==> src/rtl/core/jtps_pkg.sv <==
// shared types and constants for the jump target priority set
`timescale 1ns / 1ps
package jtps_pkg;

  localparam int CAPACITY_DEF = 64;

  localparam logic [1:0] FUNC_PUSH  = 2'd0;
  localparam logic [1:0] FUNC_POP   = 2'd1;
  localparam logic [1:0] FUNC_CLEAR = 2'd2;

  localparam logic [1:0] MODE_ARM   = 2'd0;
  localparam logic [1:0] MODE_THUMB = 2'd1;
  localparam logic [1:0] MODE_OTHER = 2'd2;

  localparam logic [1:0] ARCH_ARM  = 2'd1;
  localparam logic [1:0] ARCH_MIPS = 2'd2;
  localparam logic [1:0] ARCH_PPC  = 2'd3;

  localparam logic [2:0] ST_STORED   = 3'd0;
  localparam logic [2:0] ST_DUP      = 3'd1;
  localparam logic [2:0] ST_REJECTED = 3'd2;
  localparam logic [2:0] ST_FULL     = 3'd3;
  localparam logic [2:0] ST_POPPED   = 3'd4;
  localparam logic [2:0] ST_EMPTY    = 3'd5;
  localparam logic [2:0] ST_CLEARED  = 3'd6;

  localparam logic [1:0] OP_PUSH   = 2'd0;
  localparam logic [1:0] OP_POP    = 2'd1;
  localparam logic [1:0] OP_CLEAR  = 2'd2;
  localparam logic [1:0] OP_REJECT = 2'd3;

  typedef struct packed {
    logic [1:0]  func;
    logic [63:0] address;
    logic        address_defined;
    logic [3:0]  target_type;
    logic [1:0]  mode;
    logic [63:0] from_address;
    logic        from_defined;
    logic [31:0] size_value;
    logic        size_defined;
  } in_word_t;

  typedef struct packed {
    logic [2:0]  status;
    logic [63:0] entry_address;
    logic [3:0]  entry_type;
    logic [1:0]  entry_mode;
    logic [63:0] entry_from;
    logic        entry_from_defined;
    logic [31:0] entry_size;
    logic        entry_size_defined;
    logic [6:0]  entry_count;
  } out_word_t;

  // classified command handed from front to back
  typedef struct packed {
    logic [1:0]  op;
    logic [63:0] address;
    logic [3:0]  target_type;
    logic [1:0]  mode;
    logic [63:0] from_address;
    logic        from_defined;
    logic [31:0] size_value;
    logic        size_defined;
  } cmd_t;

  // entry record as stored
  typedef struct packed {
    logic [63:0] address;
    logic [63:0] from_address;
    logic [3:0]  target_type;
    logic [1:0]  mode;
    logic        from_defined;
    logic [31:0] size_value;
    logic        size_defined;
  } entry_t;

  // strict less-than on the ordering key; undefined source ranks above defined
  function automatic logic key_less(input entry_t a, input entry_t b);
    logic less;
    if (a.target_type != b.target_type) begin
      less = a.target_type < b.target_type;
    end else if (a.address != b.address) begin
      less = a.address < b.address;
    end else if (a.from_defined != b.from_defined) begin
      less = a.from_defined;
    end else begin
      less = a.from_address < b.from_address;
    end
    return less;
  endfunction

  function automatic logic key_equal(input entry_t a, input entry_t b);
    return (a.target_type == b.target_type) && (a.address == b.address) &&
           (a.from_defined == b.from_defined) && (a.from_address == b.from_address);
  endfunction

endpackage

==> src/rtl/core/jtps_front.sv <==
// front end: normalises and classifies each incoming word
`timescale 1ns / 1ps
module jtps_front
  import jtps_pkg::*;
(
  input  logic     clk,
  input  logic     rst_n,
  input  logic     in_valid,
  output logic     in_stall,
  input  in_word_t in_data,
  input  logic [1:0] arch_kind,
  output logic     cmd_valid,
  input  logic     cmd_stall,
  output cmd_t     cmd_data
);

  cmd_t cmd_nxt;
  cmd_t cmd_r;
  logic vld_r;
  logic bad;
  logic [63:0] a;
  logic [1:0]  m;

  always_comb begin
    a = in_data.address;
    m = (in_data.mode == 2'd3) ? MODE_OTHER : in_data.mode;
    if (in_data.address_defined && arch_kind == ARCH_ARM && a[0]) begin
      m = MODE_THUMB;
      a[0] = 1'b0;
    end
    bad = !in_data.address_defined ||
          (arch_kind == ARCH_ARM && m == MODE_ARM && a[1:0] != 2'd0) ||
          (arch_kind == ARCH_ARM && m == MODE_THUMB && a[0]) ||
          ((arch_kind == ARCH_MIPS || arch_kind == ARCH_PPC) && a[1:0] != 2'd0);
    cmd_nxt.address      = a;
    cmd_nxt.mode         = m;
    cmd_nxt.target_type  = in_data.target_type;
    cmd_nxt.from_defined = in_data.from_defined;
    cmd_nxt.from_address = in_data.from_defined ? in_data.from_address : 64'd0;
    cmd_nxt.size_defined = in_data.size_defined;
    cmd_nxt.size_value   = in_data.size_defined ? in_data.size_value : 32'd0;
    case (in_data.func)
      FUNC_PUSH: cmd_nxt.op = bad ? OP_REJECT : OP_PUSH;
      FUNC_POP:  cmd_nxt.op = OP_POP;
      default:   cmd_nxt.op = OP_CLEAR;
    endcase
  end

  // single stage register feeding the queue
  assign in_stall  = vld_r && cmd_stall;
  assign cmd_valid = vld_r;
  assign cmd_data  = cmd_r;

  always_ff @(posedge clk) begin
    if (!rst_n) begin
      vld_r <= 1'b0;
    end else if (!in_stall) begin
      vld_r <= in_valid;
    end
    if (!in_stall && in_valid) begin
      cmd_r <= cmd_nxt;
    end
  end

endmodule

==> config.mk <==
export PLATFORM = sky130hd
export DESIGN_NAME = jtps_front
export DESIGN_NICKNAME = d
export VERILOG_FILES = /design/src/rtl/core/jtps_pkg.sv /design/src/rtl/core/jtps_front.sv
export SDC_FILE = /design/constraint.sdc
export NUM_CORES = 1
export LEC_CHECK = 0
export BUFFER_PORTS_ARGS = -buffer_cell sky130_fd_sc_hd__buf_2
export CAP_MARGIN = 20
export CORE_AREA = 2 2 136 138
export CTS_BUF_LIST = sky130_fd_sc_hd__clkbuf_4
export CTS_CLUSTER_SIZE = 30
export DETAILED_ROUTE_END_ITERATION = 12
export DIE_AREA = 0 0 138 140
export PLACE_DENSITY = 0.69
export SLEW_MARGIN = 25
export SYNTH_ARGS = -nofsm -noshare
export SYNTH_HDL_FRONTEND = slang
export SYNTH_SLANG_ARGS = --single-unit
==> constraint.sdc <==
create_clock -name clk -period 10.85 [get_ports clk]
set_input_delay 0.5425 -clock clk [delete_from_list [all_inputs] [get_ports clk]]
set_output_delay 0.5425 -clock clk [all_outputs]
set_load 0.05 [all_outputs]
==> results_dict.tcl <==
set metrics [dict create \
    p_int_mw 1.02 \
    start_kind "register" \
    criticalPathCategory "reg -> out" \
    start_util 0.332 \
    netlist_area_mm2 0.00590 \
    netlist_instances 296 \
    arrival_ns 1.41 \
    grt_pass1_wl_mm 21.7 \
    power_frac_comb 0.173 \
    cpMaxStageDelayCell "dfxtp_1" \
    grt_pass1_vias 3839 \
    syn_to_final_growth_pct 40.3 \
    slew_violations 0 \
    fin_skew_ns 0.0197 \
    synthMuxAreaShare 0 \
    clk_latency_ns 0.54 \
    portBuffers 348 \
    synth.avg_cell_area_um2 19.9 \
    final_area_mm2 0.00828 \
    synth-simple-area-share 0.114 \
    numClockSinks 171 \
    grt_overflow_total 0 \
    wirelength_mm 14.8 \
    ys_seq_area_frac 0.868 \
    switching_share 0.299 \
    ys_ff_latch 171 \
    place_area_mm2 0.00793 \
    p_leak_nw 3.58 \
    crit_chain "and2_1, buf_2" \
    period_needed_ns 1.95 \
    fmaxAchievable_mhz 513 \
    cp-end-kind "primary output" \
    root_buffer "clkbuf_4" \
    required_ns 10.31 \
    synth_nets 473 \
    p_seq_frac 0.538 \
    drt-wirelength-per-cell_um 16.4 \
    first_pass_iters 4 \
    h-tree-depth 4 \
    synthAdderAreaFrac 0 \
    grtUsageTotal 0.150 \
    hold_class "in -> reg" \
    dp_cells 865 \
    via_count 3784 \
    path_max_fanout 3 \
    status "finished, final reports clean" \
    ys_types 18 \
    p_clk_frac 0.290 \
    antenna_found_initial 5 \
    slew_headroom 0.315 \
    powerDensity_mw_per_mm2 176 \
    cts_buffers 17 \
    drc 0 \
    die_w_um 138 \
    power.switching_mw 0.437 \
    synth_compound_area_frac 0.0108 \
    core_area_mm2 0.0178 \
    grt_max_degree 171 \
    clockBufferDepth 2 \
    ys_warn_count 0 \
    hold_violations 0 \
    hold_buffers 0 \
    post_cts_buffers 0 \
    rsz0062_at_grt "false" \
    synth_xor_area_frac 0 \
    drv_cap 0 \
    period_share 0.180 \
    setup_viol 0 \
    viasPerCell 4.20 \
    drive_gt1_frac 0.577 \
    tritoncts "built" \
    routabilityCongestion 0.769 \
    rows 49 \
    final_cells 901 \
    first_iter_violations 245 \
    worstMarginPinSlew_ns 1.03 \
    cpPeakStageDelay_ns 0.35 \
    cts_resized 0 \
    finalSetupTns_ns 0 \
    synth_top_family_by_area "simple AND/OR/NAND/NOR gates" \
    die_h_um 140 \
    clk_pin_slew_ns 0.15 \
    pin_count 349 \
    ir_drop_uv 75.8 \
    nets 832 \
    drt.antenna.violating_nets 0 \
    die_area_mm2 0.0193 \
]
[synthesized netlist by cell type]
cell type  instances  area (um2)
and2b_1            1        7.51
o21a_1             1        7.51
inv_1              2        7.51
clkbuf_1           9        33.8
o31ai_1            1        7.51
a2111oi_2          1        15.0
nor2b_1            1        6.26
and2_1            98         613
nand2_1            1        3.75
nand3b_1           1        7.51
nand4b_1           1        8.76
edfxtp_1         170        5100
a221oi_2           1        15.0
nand2b_1           2        12.5
a311oi_1           1        8.76
and2_2             2        15.0
dfxtp_1            1        20.0
a21oi_1            2        10.0
[logic make-up (layout without fill, tap and decap cells)]
group,Yosys count,after routing
flops,171,171
simple gates,107,107
buf+inv,11,382
compound gates,7,7
other cells,0,5
[state kept, by name, summed over array words and instances, names as in the netlist]
name,cells
cmd_data,170
cmd_valid,1
[cell usage in the layout, fill, tap and decap left out]
cell and n:
nand3b_1 1, inv_6 2, and2_1 98, buf_12 1, nand4b_1 1, buf_2 348, a311oi_1 1, inv_1 2
o31ai_1 1, nand2_1 1, clkinvlp_4 2, edfxtp_1 170, clkinv_2 1, o21a_1 1, a221oi_2 1, and2b_1 1
a2111oi_2 1, a21oi_1 2, and2_2 2, diode_2 5, dfxtp_1 1, clkinv_4 3, clkbuf_4 17, nand2b_1 2
nor2b_4 1, bufinv_16 4, clkinv_8 2
[worst paths after layout]
kind,cells past startpoint,slack [ns],from,to
worst max register to register,3,8.99,cmd_valid,cmd_data[17]
worst max-delay path,2,8.90,cmd_valid,in_stall
worst min register to register,2,0.69,cmd_valid,cmd_valid
worst min-delay path,1,0.15,in_data[156],cmd_data[155]
[power groups by stage]
stage	clock [mW]	combinational [mW]	sequential [mW]
after floorplan	0	0.0294	0.953
after global placement	0	0.252	0.798
after detailed placement	0	0.254	0.800
after CTS	0.436	0.254	0.785
after global routing	0.465	0.264	0.788
final	0.423	0.252	0.784
[critical path, delay by kind of cell, from the launching register on]
family        cells  cell delay (ns)
buf+inv           1             0.31
flops             1             0.35
simple gates      1             0.21
[per-stage QoR]
step | power, mW | worst slack, ns | utilization | hold slack [ns]
detailed placement | 1.05 | 8.74 | 0.446 | 0.658
global route | 1.52 | 8.74 | 0.466 | 0.0510
finish | 1.46 | 8.90 | 0.466 | 0.154
CTS | 1.47 | 8.84 | 0.465 | 0.0868
floorplan | 0.982 | 1.76 | - | 0.641
global placement | 1.05 | 8.78 | 0.446 | 0.642
[final cells by class]
cell class | instances | area, um2
sequential | 171 | 5120
inverter | 2 | 7.51
multi-input combinational | 114 | 746
timing repair buffer | 349 | 1760
clock buffer | 17 | 128
tap | 229 | 287
clock inverter | 14 | 216
fill | 1630 | 9500
antenna | 5 | 12.5
[routing by layer]
metal	global-route usage	part of all wire
met5	0	0
met3	0.0632	0.083
met4	0.0650	0.023
met1	0.170	0.38
met2	0.249	0.51
Note: power is estimated with default switching activity, not from simulation.
