$ cat src/rtl/core/jtps_pkg.sv
// shared types and constants for the jump target priority set
`timescale 1ns / 1ps
package jtps_pkg;

  localparam int CAPACITY_DEF = 64;

  localparam logic [1:0] FUNC_PUSH  = 2'd0;
  localparam logic [1:0] FUNC_POP   = 2'd1;
  localparam logic [1:0] FUNC_CLEAR = 2'd2;

  localparam logic [1:0] MODE_ARM   = 2'd0;
  localparam logic [1:0] MODE_THUMB = 2'd1;
  localparam logic [1:0] MODE_OTHER = 2'd2;

  localparam logic [1:0] ARCH_ARM  = 2'd1;
  localparam logic [1:0] ARCH_MIPS = 2'd2;
  localparam logic [1:0] ARCH_PPC  = 2'd3;

  localparam logic [2:0] ST_STORED   = 3'd0;
  localparam logic [2:0] ST_DUP      = 3'd1;
  localparam logic [2:0] ST_REJECTED = 3'd2;
  localparam logic [2:0] ST_FULL     = 3'd3;
  localparam logic [2:0] ST_POPPED   = 3'd4;
  localparam logic [2:0] ST_EMPTY    = 3'd5;
  localparam logic [2:0] ST_CLEARED  = 3'd6;

  localparam logic [1:0] OP_PUSH   = 2'd0;
  localparam logic [1:0] OP_POP    = 2'd1;
  localparam logic [1:0] OP_CLEAR  = 2'd2;
  localparam logic [1:0] OP_REJECT = 2'd3;

  typedef struct packed {
    logic [1:0]  func;
    logic [63:0] address;
    logic        address_defined;
    logic [3:0]  target_type;
    logic [1:0]  mode;
    logic [63:0] from_address;
    logic        from_defined;
    logic [31:0] size_value;
    logic        size_defined;
  } in_word_t;

  typedef struct packed {
    logic [2:0]  status;
    logic [63:0] entry_address;
    logic [3:0]  entry_type;
    logic [1:0]  entry_mode;
    logic [63:0] entry_from;
    logic        entry_from_defined;
    logic [31:0] entry_size;
    logic        entry_size_defined;
    logic [6:0]  entry_count;
  } out_word_t;

  // classified command handed from front to back
  typedef struct packed {
    logic [1:0]  op;
    logic [63:0] address;
    logic [3:0]  target_type;
    logic [1:0]  mode;
    logic [63:0] from_address;
    logic        from_defined;
    logic [31:0] size_value;
    logic        size_defined;
  } cmd_t;

  // entry record as stored
  typedef struct packed {
    logic [63:0] address;
    logic [63:0] from_address;
    logic [3:0]  target_type;
    logic [1:0]  mode;
    logic        from_defined;
    logic [31:0] size_value;
    logic        size_defined;
  } entry_t;

  // strict less-than on the ordering key; undefined source ranks above defined
  function automatic logic key_less(input entry_t a, input entry_t b);
    logic less;
    if (a.target_type != b.target_type) begin
      less = a.target_type < b.target_type;
    end else if (a.address != b.address) begin
      less = a.address < b.address;
    end else if (a.from_defined != b.from_defined) begin
      less = a.from_defined;
    end else begin
      less = a.from_address < b.from_address;
    end
    return less;
  endfunction

  function automatic logic key_equal(input entry_t a, input entry_t b);
    return (a.target_type == b.target_type) && (a.address == b.address) &&
           (a.from_defined == b.from_defined) && (a.from_address == b.from_address);
  endfunction

endpackage

$ cat src/rtl/core/jtps_queue.sv
// short command queue between front and back
`timescale 1ns / 1ps
module jtps_queue
  import jtps_pkg::*;
(
  input  logic clk,
  input  logic rst_n,
  input  logic wr_valid,
  output logic wr_stall,
  input  cmd_t wr_data,
  output logic rd_valid,
  input  logic rd_stall,
  output cmd_t rd_data
);

  cmd_t mem_r [2];
  logic       wp_r;
  logic       rp_r;
  logic [1:0] cnt_r;
  logic       push;
  logic       pop;

  assign wr_stall = cnt_r == 2'd2;
  assign rd_valid = cnt_r != 2'd0;
  assign rd_data  = mem_r[rp_r];
  assign push     = wr_valid && !wr_stall;
  assign pop      = rd_valid && !rd_stall;

  always_ff @(posedge clk) begin
    if (!rst_n) begin
      wp_r  <= 1'b0;
      rp_r  <= 1'b0;
      cnt_r <= 2'd0;
    end else begin
      if (push) wp_r <= !wp_r;
      if (pop)  rp_r <= !rp_r;
      cnt_r <= cnt_r + {1'b0, push} - {1'b0, pop};
    end
    if (push) mem_r[wp_r] <= wr_data;
  end

endmodule

$ cat config.mk
export PLATFORM = sky130hd
export DESIGN_NAME = jtps_queue
export DESIGN_NICKNAME = d
export VERILOG_FILES = /design/src/rtl/core/jtps_pkg.sv /design/src/rtl/core/jtps_queue.sv
export SDC_FILE = /design/constraint.sdc
export NUM_CORES = 1
export LEC_CHECK = 0
export BUFFER_PORTS_ARGS = -buffer_cell sky130_fd_sc_hd__buf_2
export CAP_MARGIN = 0
export CELL_PAD_IN_SITES_DETAIL_PLACEMENT = 1
export CELL_PAD_IN_SITES_GLOBAL_PLACEMENT = 1
export CORE_UTILIZATION = 30
export CTS_CLUSTER_DIAMETER = 200
export DETAILED_ROUTE_END_ITERATION = 8
export PLACE_DENSITY = 0.55
export SYNTH_ARGS = -nofsm -noshare
export SYNTH_HDL_FRONTEND = slang
export SYNTH_SLANG_ARGS = --single-unit
$ cat constraint.sdc
create_clock -name clk -period 15.45 [get_ports clk]
set_input_delay 2.3175 -clock clk [delete_from_list [all_inputs] [get_ports clk]]
set_output_delay 2.3175 -clock clk [all_outputs]
set_load 0.05 [all_outputs]
==> results.yml, run 1 <==
route:
  antenna_left: 0
  viasPerCell: 4.299
  via_count: 6435
  drt_wl_total_um: 28260
  firstDrtPassIters: 4
  wl_per_cell_um: 18.87
  drc: 0
  dr.first_iter.drc_count: 225
floorplan:
  num_io_pins: 346
  core-area_um2: 42230
  chipWidth_um: 209.5
  start_util_pct: 30.58
  dieArea_um2: 43880
  die_h_um: 209.5
  rows: 75
worst_setup_path:
  crit_path_top_delay_cell: "buf_4"
  r2r_slack_ps: 12530
  cp_max_fo: 52
  end_kind: "output pin"
  slowest_delay_ps: 860
  r2r-end: "mem_r[0][100]$_DFFE_PP_"
  worstPathCellList: "buf_4 > buf_4 > mux2_4 > buf_2"
  r2r_start: "cnt_r[0]$_SDFF_PN0_"
  worstRegToRegCells: 5
  worstPathArrival_ps: 3360
  start_kind: "register"
  critPathCapture: "rd_data[142]"
  cp_common_cell: "buf_4"
  critical_path_class: "reg2out"
  worst-endpoint-required_ps: 13130
timing:
  rsz0062_at_grt: "false"
  slew_headroom_pct: 34.12
  worst_pin_slew_ps: 988.1
  min_period_over_period_pct: 36.72
  setup-tns-final_ps: 0
  clock_skew_ps: 18.12
  finalSetupViolations: 0
  fmax_mhz: 176.3
  drv_slew: 0
  hold_viol: 0
  fin_crit_ps: 5673
synth:
  syn-num-nets: 731
  synth_seq_cells: 345
  ys.flop_type: "edfxtp_1"
  ys_seq_area_share_pct: 79.83
  ys_async_sr_fraction_pct: 0
  synth-edff-count: 340
  avgSynthCellArea_um2: 23.27
  ys_types: 18
  synth_cells: 555
  synth_warnings: 0
  synth.cell_area_um2: 12910
power_and_ir_drop:
  switchingPower_w: 0.001089
  combPwrFrac_pct: 32.5
  powerDensity_nw_per_um2: 186.4
  ir_worst_vdd_mv: 0.1084
  p_clk_share_pct: 27.7
  p_leak_nw: 6.242
  intPower_w: 0.001965
  switching_share_pct: 35.67
  p_seq_share_pct: 39.8
cts:
  holdBufCountCts: 0
  cts-buffers-inserted: 40
  worstSkewPairLatency_ps: 540
  clockBufferDepth: 3
  path_clk_slew_ps: 50
  cts_tree: "built"
  root_buffer: "clkbuf_16"
  post_cts_buffers: 0
  h-tree-depth: 2
  clock-sinks: 345
  cts.repair.resized: 0
finish:
  syn2layout_area_growth_pct: 26.89
  drive_above_1_share_pct: 60.08
  seqCellArea_um2: 10310
  final_cell_mix: "345 x buf_2, 340 x edfxtp_1, 100 x mux2_4, 70 x mux2_2, 41 x clkbuf_16"
  fin_cells: 1497
  multi_input_area_um2: 2440
  n_fill_cell: 4220
  layout.nets: 1107
  design_area_um2: 16390
  layout.cells.most_common: "buf_2"
grt:
  grt_pass1_wl_um: 41140
  grt-busiest-layer: "met2"
  grt_usage_pct: 12.52
  met3_usage_pct: 5.192
  gr-total-overflow: 0
  antenna_found_initial: 9
  first_global_vias: 6896
  use_met2_pct: 20.71
  grt_max_degree: 66
  met1_usage_pct: 14.37
worst_hold_path:
  worstHoldStart: "rp_r$_SDFFE_PN0P_"
  min_path_type: "reg2reg"
placement:
  placed_area_um2: 15220
  dp.cells: 1428
  io_buffer_count: 345
  dp.final_hpwl_um: 19000
  place.gp.congestion: 0.7193
run_status:
  status: "complete, no violations"
flow_run:
  cap_violations: 0
## power by group through the flow
stage | clock network, W | registers, W | logic (W)
5_1_grt | 0.000908 | 0.00123 | 0.00104
2_1_floorplan | 0 | 0.00125 | 0.000811
3_3_place_gp | 0 | 0.00123 | 0.00101
3_5_place_dp | 0 | 0.00124 | 0.00101
4_1_cts | 0.000881 | 0.00122 | 0.00101
6_report | 0.000846 | 0.00122 | 0.000993
## cells by family (layout without fill, tap and decap cells)
group	after synthesis	after routing	share of synthesized area, %
DFF	345	345	79.83
adders and majority gates	2	2	0.1937
buffers and inverters	21	423	1.376
other	0	1	0
xor gates and xnor gates	2	2	0.1357
muxes	173	173	17.96
and+or+nand+nor	12	12	0.5038
## area by class of cell
type,instances,area share [%]
antenna,1,0.01527
clock buffer,48,6.421
clock inverter,20,0.6795
inverter,2,0.04581
multi-input combinational,189,14.89
sequential,345,62.93
tap,539,4.115
timing repair buffer,353,10.90
## flip-flops by register name, summed over array words and instances, names as in the netlist, named ones only
name   flops
cnt_r      2
mem_r    340
wp_r       1
rp_r       1
## cell usage after synthesis (2+ instances only)
master | count | area [µm²]
edfxtp_1 | 340 | 10210
ha_1 | 2 | 25.02
nor2b_1 | 2 | 12.51
mux2i_1 | 3 | 30.03
inv_1 | 2 | 7.510
buf_6 | 12 | 135.1
buf_2 | 7 | 35.03
dfxtp_1 | 5 | 100.1
nand2b_1 | 3 | 18.77
nand2_1 | 3 | 11.26
mux2_2 | 70 | 788.3
mux2_4 | 100 | 1501
## how the worst min path moves through the flow
| stage | endpoint | slack [ps] | cells past startpoint |
|---|---|---|---|
| floorplan | register | 450 | 2 |
| global placement | rp_r$_SDFFE_PN0P_ | 460 | 2 |
| detailed placement | register | 480 | 2 |
| CTS | rp_r$_SDFFE_PN0P_ | 490 | 2 |
| global route | rp_r$_SDFFE_PN0P_ | 530 | 2 |
| finish | register | 490 | 2 |
## through the flow
step / hold WS (ps) / power, W / setup WS (ps) / utilization (%)
2_1_floorplan: 451.6 / 0.002058 / 5284 / -
3_3_place_gp: 461.1 / 0.002239 / 10210 / 36.05
3_5_place_dp: 481.8 / 0.002245 / 10240 / 36.05
4_1_cts: 489.8 / 0.003110 / 9629 / 38.80
5_1_grt: 530.6 / 0.003174 / 9543 / 38.81
6_report: 491.1 / 0.003054 / 9777 / 38.81
## metal layers
layer,vias to the layer above,wire length (µm)
met1,3170,11290
met5,-,103
met4,14,741
li1,2960,-
met2,226,13720
met3,65,2397
## critical path: cells and delay by family, from the launching register on
family	cells	cell delay [ps]
buf+inv	3	1720
mux	1	370
flops	1	670
(Power assumes the default switching activity.)
==> run 2: changes to the inputs <==
--- a/config.mk
+++ b/config.mk
@@ -12,7 +12,7 @@
 export CORE_UTILIZATION = 30
 export CTS_CLUSTER_DIAMETER = 200
 export DETAILED_ROUTE_END_ITERATION = 8
-export PLACE_DENSITY = 0.55
+export PLACE_DENSITY = 0.57
 export SYNTH_ARGS = -nofsm -noshare
 export SYNTH_HDL_FRONTEND = slang
 export SYNTH_SLANG_ARGS = --single-unit
==> constraint.sdc (replaced) <==
create_clock -name clk -period 4.8 [get_ports clk]
set_input_delay 0.72 -clock clk [delete_from_list [all_inputs] [get_ports clk]]
set_output_delay 0.72 -clock clk [all_outputs]
set_load 0.05 [all_outputs]
==> run 2 against run 1 <==
Critical path depth down 1; first-iteration DRC count decreased by 23%; highest routed layer unchanged; register-to-register slack worse by 10000 ps; critical path type unchanged; worst hold slack worse by 120 ps; clock power rose to 3.1 times the previous value; combinational power increased to 3.2 times the previous value; largest power group unchanged; critical endpoint is now rd_data[103].
==> results.yml, run 2 (synthesis results as in run 1) <==
cts:
  root_buffer: "clkbuf_16"
  holdBufCountCts: 0
  post_cts_buffers: 0
  cts.repair.resized: 0
  h-tree-depth: 2
  clockBufferDepth: 3
  clock-sinks: 345
  cts_tree: "built"
  worstSkewPairLatency_ps: 530
  path_clk_slew_ps: 60
  cts-buffers-inserted: 38
floorplan:
  num_io_pins: 346
  start_util_pct: 30.58
  core-area_um2: 42230
  dieArea_um2: 43880
  rows: 75
  die_h_um: 209.5
  chipWidth_um: 209.5
worst_setup_path:
  worstPathCellList: "buf_12 > mux2_4 > buf_2"
  worstPathArrival_ps: 2390
  critical-path-top-delay-family: "buffers and inverters"
  end_kind: "output pin"
  crit_path_top_delay_cell: "dfxtp_4"
  worst-endpoint-required_ps: 4080
  crit_cells: 3
  crit_buf_inv: 2
  worstRegToRegCells: 3
  start_kind: "register"
  r2r-end: "mem_r[1][169]$_DFFE_PP_"
  r2r_start: "cnt_r[0]$_SDFF_PN0_"
  critical_path_class: "reg2out"
  critPathCapture: "rd_data[103]"
  cp_max_fo: 76
  r2r_slack_ps: 2580
  slowest_delay_ps: 660
worst_hold_path:
  min_path_cells: 1
  min_path_type: "in2reg"
finish:
  fin_cells: 1494
  final_cell_mix: "345 x buf_2, 340 x edfxtp_1, 100 x mux2_4, 70 x mux2_2, 39 x clkbuf_16"
  layout.nets: 1104
  biggestRegsByFlops: "mem_r x340, cnt_r x2"
  syn2layout_area_growth_pct: 26.89
  drive_above_1_share_pct: 60.11
  largest_reg_flops: 340
  top_register: "mem_r"
  n_fill_cell: 4228
  layout.cells.most_common: "buf_2"
placement:
  io_buffer_count: 345
  dp.final_hpwl_um: 18450
  dp.cells: 1427
  place.gp.congestion: 0.6833
route:
  drt_wl_total_um: 27370
  firstDrtPassIters: 6
  antenna_left: 0
  viasPerCell: 4.297
  via_count: 6420
  wl_per_cell_um: 18.32
  drc: 0
  dr.first_iter.drc_count: 173
timing:
  hold_viol: 0
  min_period_over_period_pct: 64.71
  fin_crit_ps: 3106
  worst_pin_slew_ps: 678.4
  slew_headroom_pct: 54.77
  finalSetupViolations: 0
  drv_slew: 0
  rsz0062_at_grt: "false"
  clock_skew_ps: 9.739
  fmax_mhz: 322.0
  setup-tns-final_ps: 0
power_and_ir_drop:
  p_leak_nw: 6.225
  combPwrFrac_pct: 32.9
  switchingPower_w: 0.003464
  p_seq_share_pct: 40.2
  ir_worst_vdd_mv: 0.3217
  p_clk_share_pct: 26.9
  powerDensity_nw_per_um2: 593.7
  switching_share_pct: 35.61
  intPower_w: 0.006265
grt:
  antenna_found_initial: 8
  gr-total-overflow: 0
  grt_usage_pct: 12.35
  first_global_vias: 6870
  grt_max_degree: 82
  grt_pass1_wl_um: 40800
run_status:
  status: "complete, no violations"
flow_run:
  cap_violations: 0
run 2: cell types whose count changed in the layout (fill, tap and decap cells not counted):
cell	change
buf_12	+5
clkinv_1	-4
clkinv_2	-1
diode_2	+4
clkbuf_1	+1
inv_6	+1
clkbuf_16	-2
clkinvlp_4	-1
buf_4	-6
run 2: final cells by class:
cell class	count	area (µm²)	share of cell area (%)
antenna	5	12.51	0.07635
tap	539	674.4	4.115
clock inverter	15	92.59	0.5650
timing repair buffer	352	1842	11.24
inverter	2	7.507	0.04581
sequential	345	10310	62.93
clock buffer	47	1006	6.138
multi-input combinational	189	2440	14.89
run 2: power by group through the flow:
stage	clock network [W]	registers [W]	logic, W
after floorplan	0	0.00394	0.00261
after global placement	0	0.00396	0.00325
after detailed placement	0	0.00398	0.00326
after CTS	0.00273	0.00392	0.00326
after global routing	0.00283	0.00395	0.00336
final	0.00262	0.00391	0.00320
run 2: layer usage:
metal	up-vias	global-route usage [%]	share of wire (%)
met5	-	0	0.15
met4	6	5.286	2.6
met3	55	4.878	8.6
met2	235	19.74	47
met1	3165	14.78	42
li1	2959	-	-
run 2: how the worst min path moves through the flow:
| stage | startpoint | endpoint | slack (ps) |
|---|---|---|---|
| after global routing | wr_data[62] | mem_r[0][62]$_DFFE_PP_ | 340 |
| final | wr_data[5] | mem_r[0][5]$_DFFE_PP_ | 370 |
| after detailed placement | rp_r$_SDFFE_PN0P_ | register | 480 |
| after global placement | rp_r$_SDFFE_PN0P_ | rp_r$_SDFFE_PN0P_ | 460 |
| after floorplan | rp_r$_SDFFE_PN0P_ | register | 450 |
| after CTS | wr_data[32] | mem_r[1][32]$_DFFE_PP_ | 320 |
run 2: worst reg2reg max path, cell delays in order (launching register included):
cell	delay (ps)
dfxtp_1	340
nand2b_1	160
and3_4	630
buf_4	680
run 2: through the flow:
stage          util, %  setup slack [ps]  cell area (µm²)  hold WS (ps)  total power [W]
2_1_floorplan        -              1011            12920         451.6         0.006551
3_3_place_gp     36.18              2205            15280         460.3         0.007210
3_5_place_dp     36.18              2196            15280         478.2         0.007234
4_1_cts          38.78              1626            16380         323.9         0.009907
5_1_grt          38.79              1562            16380         335.7          0.01013
6_report         38.81              1694            16390         371.3         0.009730
==> run 3: changes to the inputs <==
--- a/config.mk
+++ b/config.mk
@@ -12,7 +12,7 @@
 export CORE_UTILIZATION = 30
 export CTS_CLUSTER_DIAMETER = 200
 export DETAILED_ROUTE_END_ITERATION = 8
-export PLACE_DENSITY = 0.57
+export PLACE_DENSITY = 0.55
 export SYNTH_ARGS = -nofsm -noshare
 export SYNTH_HDL_FRONTEND = slang
 export SYNTH_SLANG_ARGS = --single-unit
==> constraint.sdc (replaced) <==
create_clock -name clk -period 2.95 [get_ports clk]
set_input_delay 0.4425 -clock clk [delete_from_list [all_inputs] [get_ports clk]]
set_output_delay 0.4425 -clock clk [all_outputs]
set_load 0.05 [all_outputs]
==> run 3 against run 2 <==
Routed wire length rose by 2.4%; largest cell class unchanged; final cell count rose by 0.94%; global-route usage is 0.26 points higher; core utilization rose by 0.54 points.
==> results.yml, run 3 (synthesis results as in run 1) <==
grt:
  first_global_vias: 7004
  grt_usage_pct: 12.60
  grt_pass1_wl_um: 41350
  gr-total-overflow: 0
  antenna_found_initial: 1
  grt_max_degree: 70
placement:
  io_buffer_count: 345
  dp.final_hpwl_um: 19010
  place.gp.congestion: 0.7386
  placed_area_um2: 15450
timing:
  drv_slew: 0
  fin_crit_ps: 2621
  worst_pin_slew_ps: 472.6
  finalSetupViolations: 0
  clock_skew_ps: 14.05
  rsz0062_at_grt: "false"
  fmax_mhz: 381.5
  hold_viol: 0
  min_period_over_period_pct: 88.85
  hold_slack_ps: 97.27
  slew_headroom_pct: 68.49
  setup-tns-final_ps: 0
cts:
  h-tree-depth: 2
  cts-buffers-inserted: 40
  cts.repair.resized: 0
  path_clk_slew_ps: 60
  cts_tree: "built"
  worstSkewPairLatency_ps: 530
  holdBufCountCts: 0
  clock-sinks: 345
  root_buffer: "clkbuf_16"
  post_cts_buffers: 0
  clockBufferDepth: 3
floorplan:
  num_io_pins: 346
  die_h_um: 209.5
  rows: 75
  core-area_um2: 42230
  dieArea_um2: 43880
  start_util_pct: 30.58
  chipWidth_um: 209.5
finish:
  design_area_um2: 16620
  diodes: 0
  final_cell_mix: "345 x buf_2, 340 x edfxtp_1, 100 x mux2_4, 70 x mux2_2, 41 x clkbuf_16"
  multi_input_area_um2: 2455
  drive_above_1_share_pct: 60.78
  largest_reg_flops: 340
  biggestRegsByFlops: "mem_r x340, cnt_r x2"
  layout.nets: 1118
  n_fill_cell: 4206
  syn2layout_area_growth_pct: 28.67
  seqCellArea_um2: 10310
  layout.cells.most_common: "buf_2"
  top_register: "mem_r"
worst_hold_path:
  min_path_type: "in2reg"
  min_path_cells: 1
  worstHoldStart: "wr_data[123]"
  min_to: "mem_r[0][123]$_DFFE_PP_"
worst_setup_path:
  end_kind: "output pin"
  worstRegToRegCells: 8
  critical_path_class: "reg2out"
  crit_buf_inv: 2
  r2r-end: "cnt_r[1]$_SDFF_PN0_"
  crit_path_top_delay_cell: "dfxtp_4"
  critical-path-top-delay-family: "flip-flops"
  worst-endpoint-required_ps: 2510
  start_kind: "register"
  cp_max_fo: 24
  slowest_delay_ps: 650
  worstPathArrival_ps: 2180
  r2r_start: "cnt_r[1]$_SDFF_PN0_"
  r2r_slack_ps: 1080
  worstPathCellList: "buf_4 > mux2_2 > buf_2"
route:
  drc: 0
  wl_per_cell_um: 18.58
  firstDrtPassIters: 4
  dr.first_iter.drc_count: 184
  via_count: 6503
  antenna_left: 0
  drt_wl_total_um: 28020
  viasPerCell: 4.312
run_status:
  status: "complete, no violations"
power_and_ir_drop:
  ir_worst_vdd_mv: 0.5425
  powerDensity_nw_per_um2: 972.3
  p_leak_nw: 6.338
flow_run:
  cap_violations: 0
run 3: cell types whose count changed in the layout (fill, tap and decap cells not counted), sizes merged:
cell and delta:
clkinv -1, clkinvlp +1, diode -5, buf +12, clkbuf +7
run 3: worst max-delay path by stage:
stage / endpoint / depth (start not counted) / slack (ps) / startpoint
after floorplan: mem_r[0][0]$_DFFE_PP_ / 3 / -490 / cnt_r[0]$_SDFF_PN0_
after global placement: rd_data[37] / 3 / 860 / register
after detailed placement: rd_data[36] / 3 / 820 / register
after CTS: rd_data[36] / 3 / 240 / register
after global routing: rd_data[36] / 3 / 180 / register
final: rd_data[56] / 3 / 330 / register
run 3: through the flow:
stage	total power (W)	std cells	utilization (%)	setup slack [ps]
finish	0.01616	1508	39.35	328.8
detailed placement	0.01193	1439	36.58	821.5
global placement	0.01188	1439	36.58	859.0
floorplan	0.01067	555	-	-488.8
global route	0.01682	1508	39.35	182.4
CTS	0.01647	1508	39.35	235.4
run 3: worst register-to-register path, delay by kind of cell (launching register included):
kind | cells | cell delay (ps)
adders and majority gates | 2 | 440
and+or+nand+nor | 3 | 540
DFF | 1 | 400
buffers and inverters | 1 | 60
xor gates and xnor gates | 2 | 330
run 3: power breakdown:
| part | leakage [nW] | internal [W] | total (W) | switching, W |
|---|---|---|---|---|
| Clock | 0.568 | 0.00263 | 0.00444 | 0.00181 |
| Sequential | 3.22 | 0.00615 | 0.00635 | 0.000195 |
| Combinational | 2.55 | 0.00165 | 0.00537 | 0.00372 |
run 3: cell type report:
type	instances	area share [%]
clock buffers	54	6.468
clock inverters	15	0.5798
inverters	2	0.04518
multi-input cells	189	14.77
flip-flops and latches	345	62.07
well taps	539	4.058
repair buffers	364	12.00
run 3: metal layers:
layer  global-route usage (%)  wire [µm]  vias to the layer above
met5                        0         17                        -
met1                    14.75      11230                     3258
met3                    4.265       2078                       45
li1                         -          -                     2985
met2                    21.22      13980                      213
met4                    5.135        715                        2
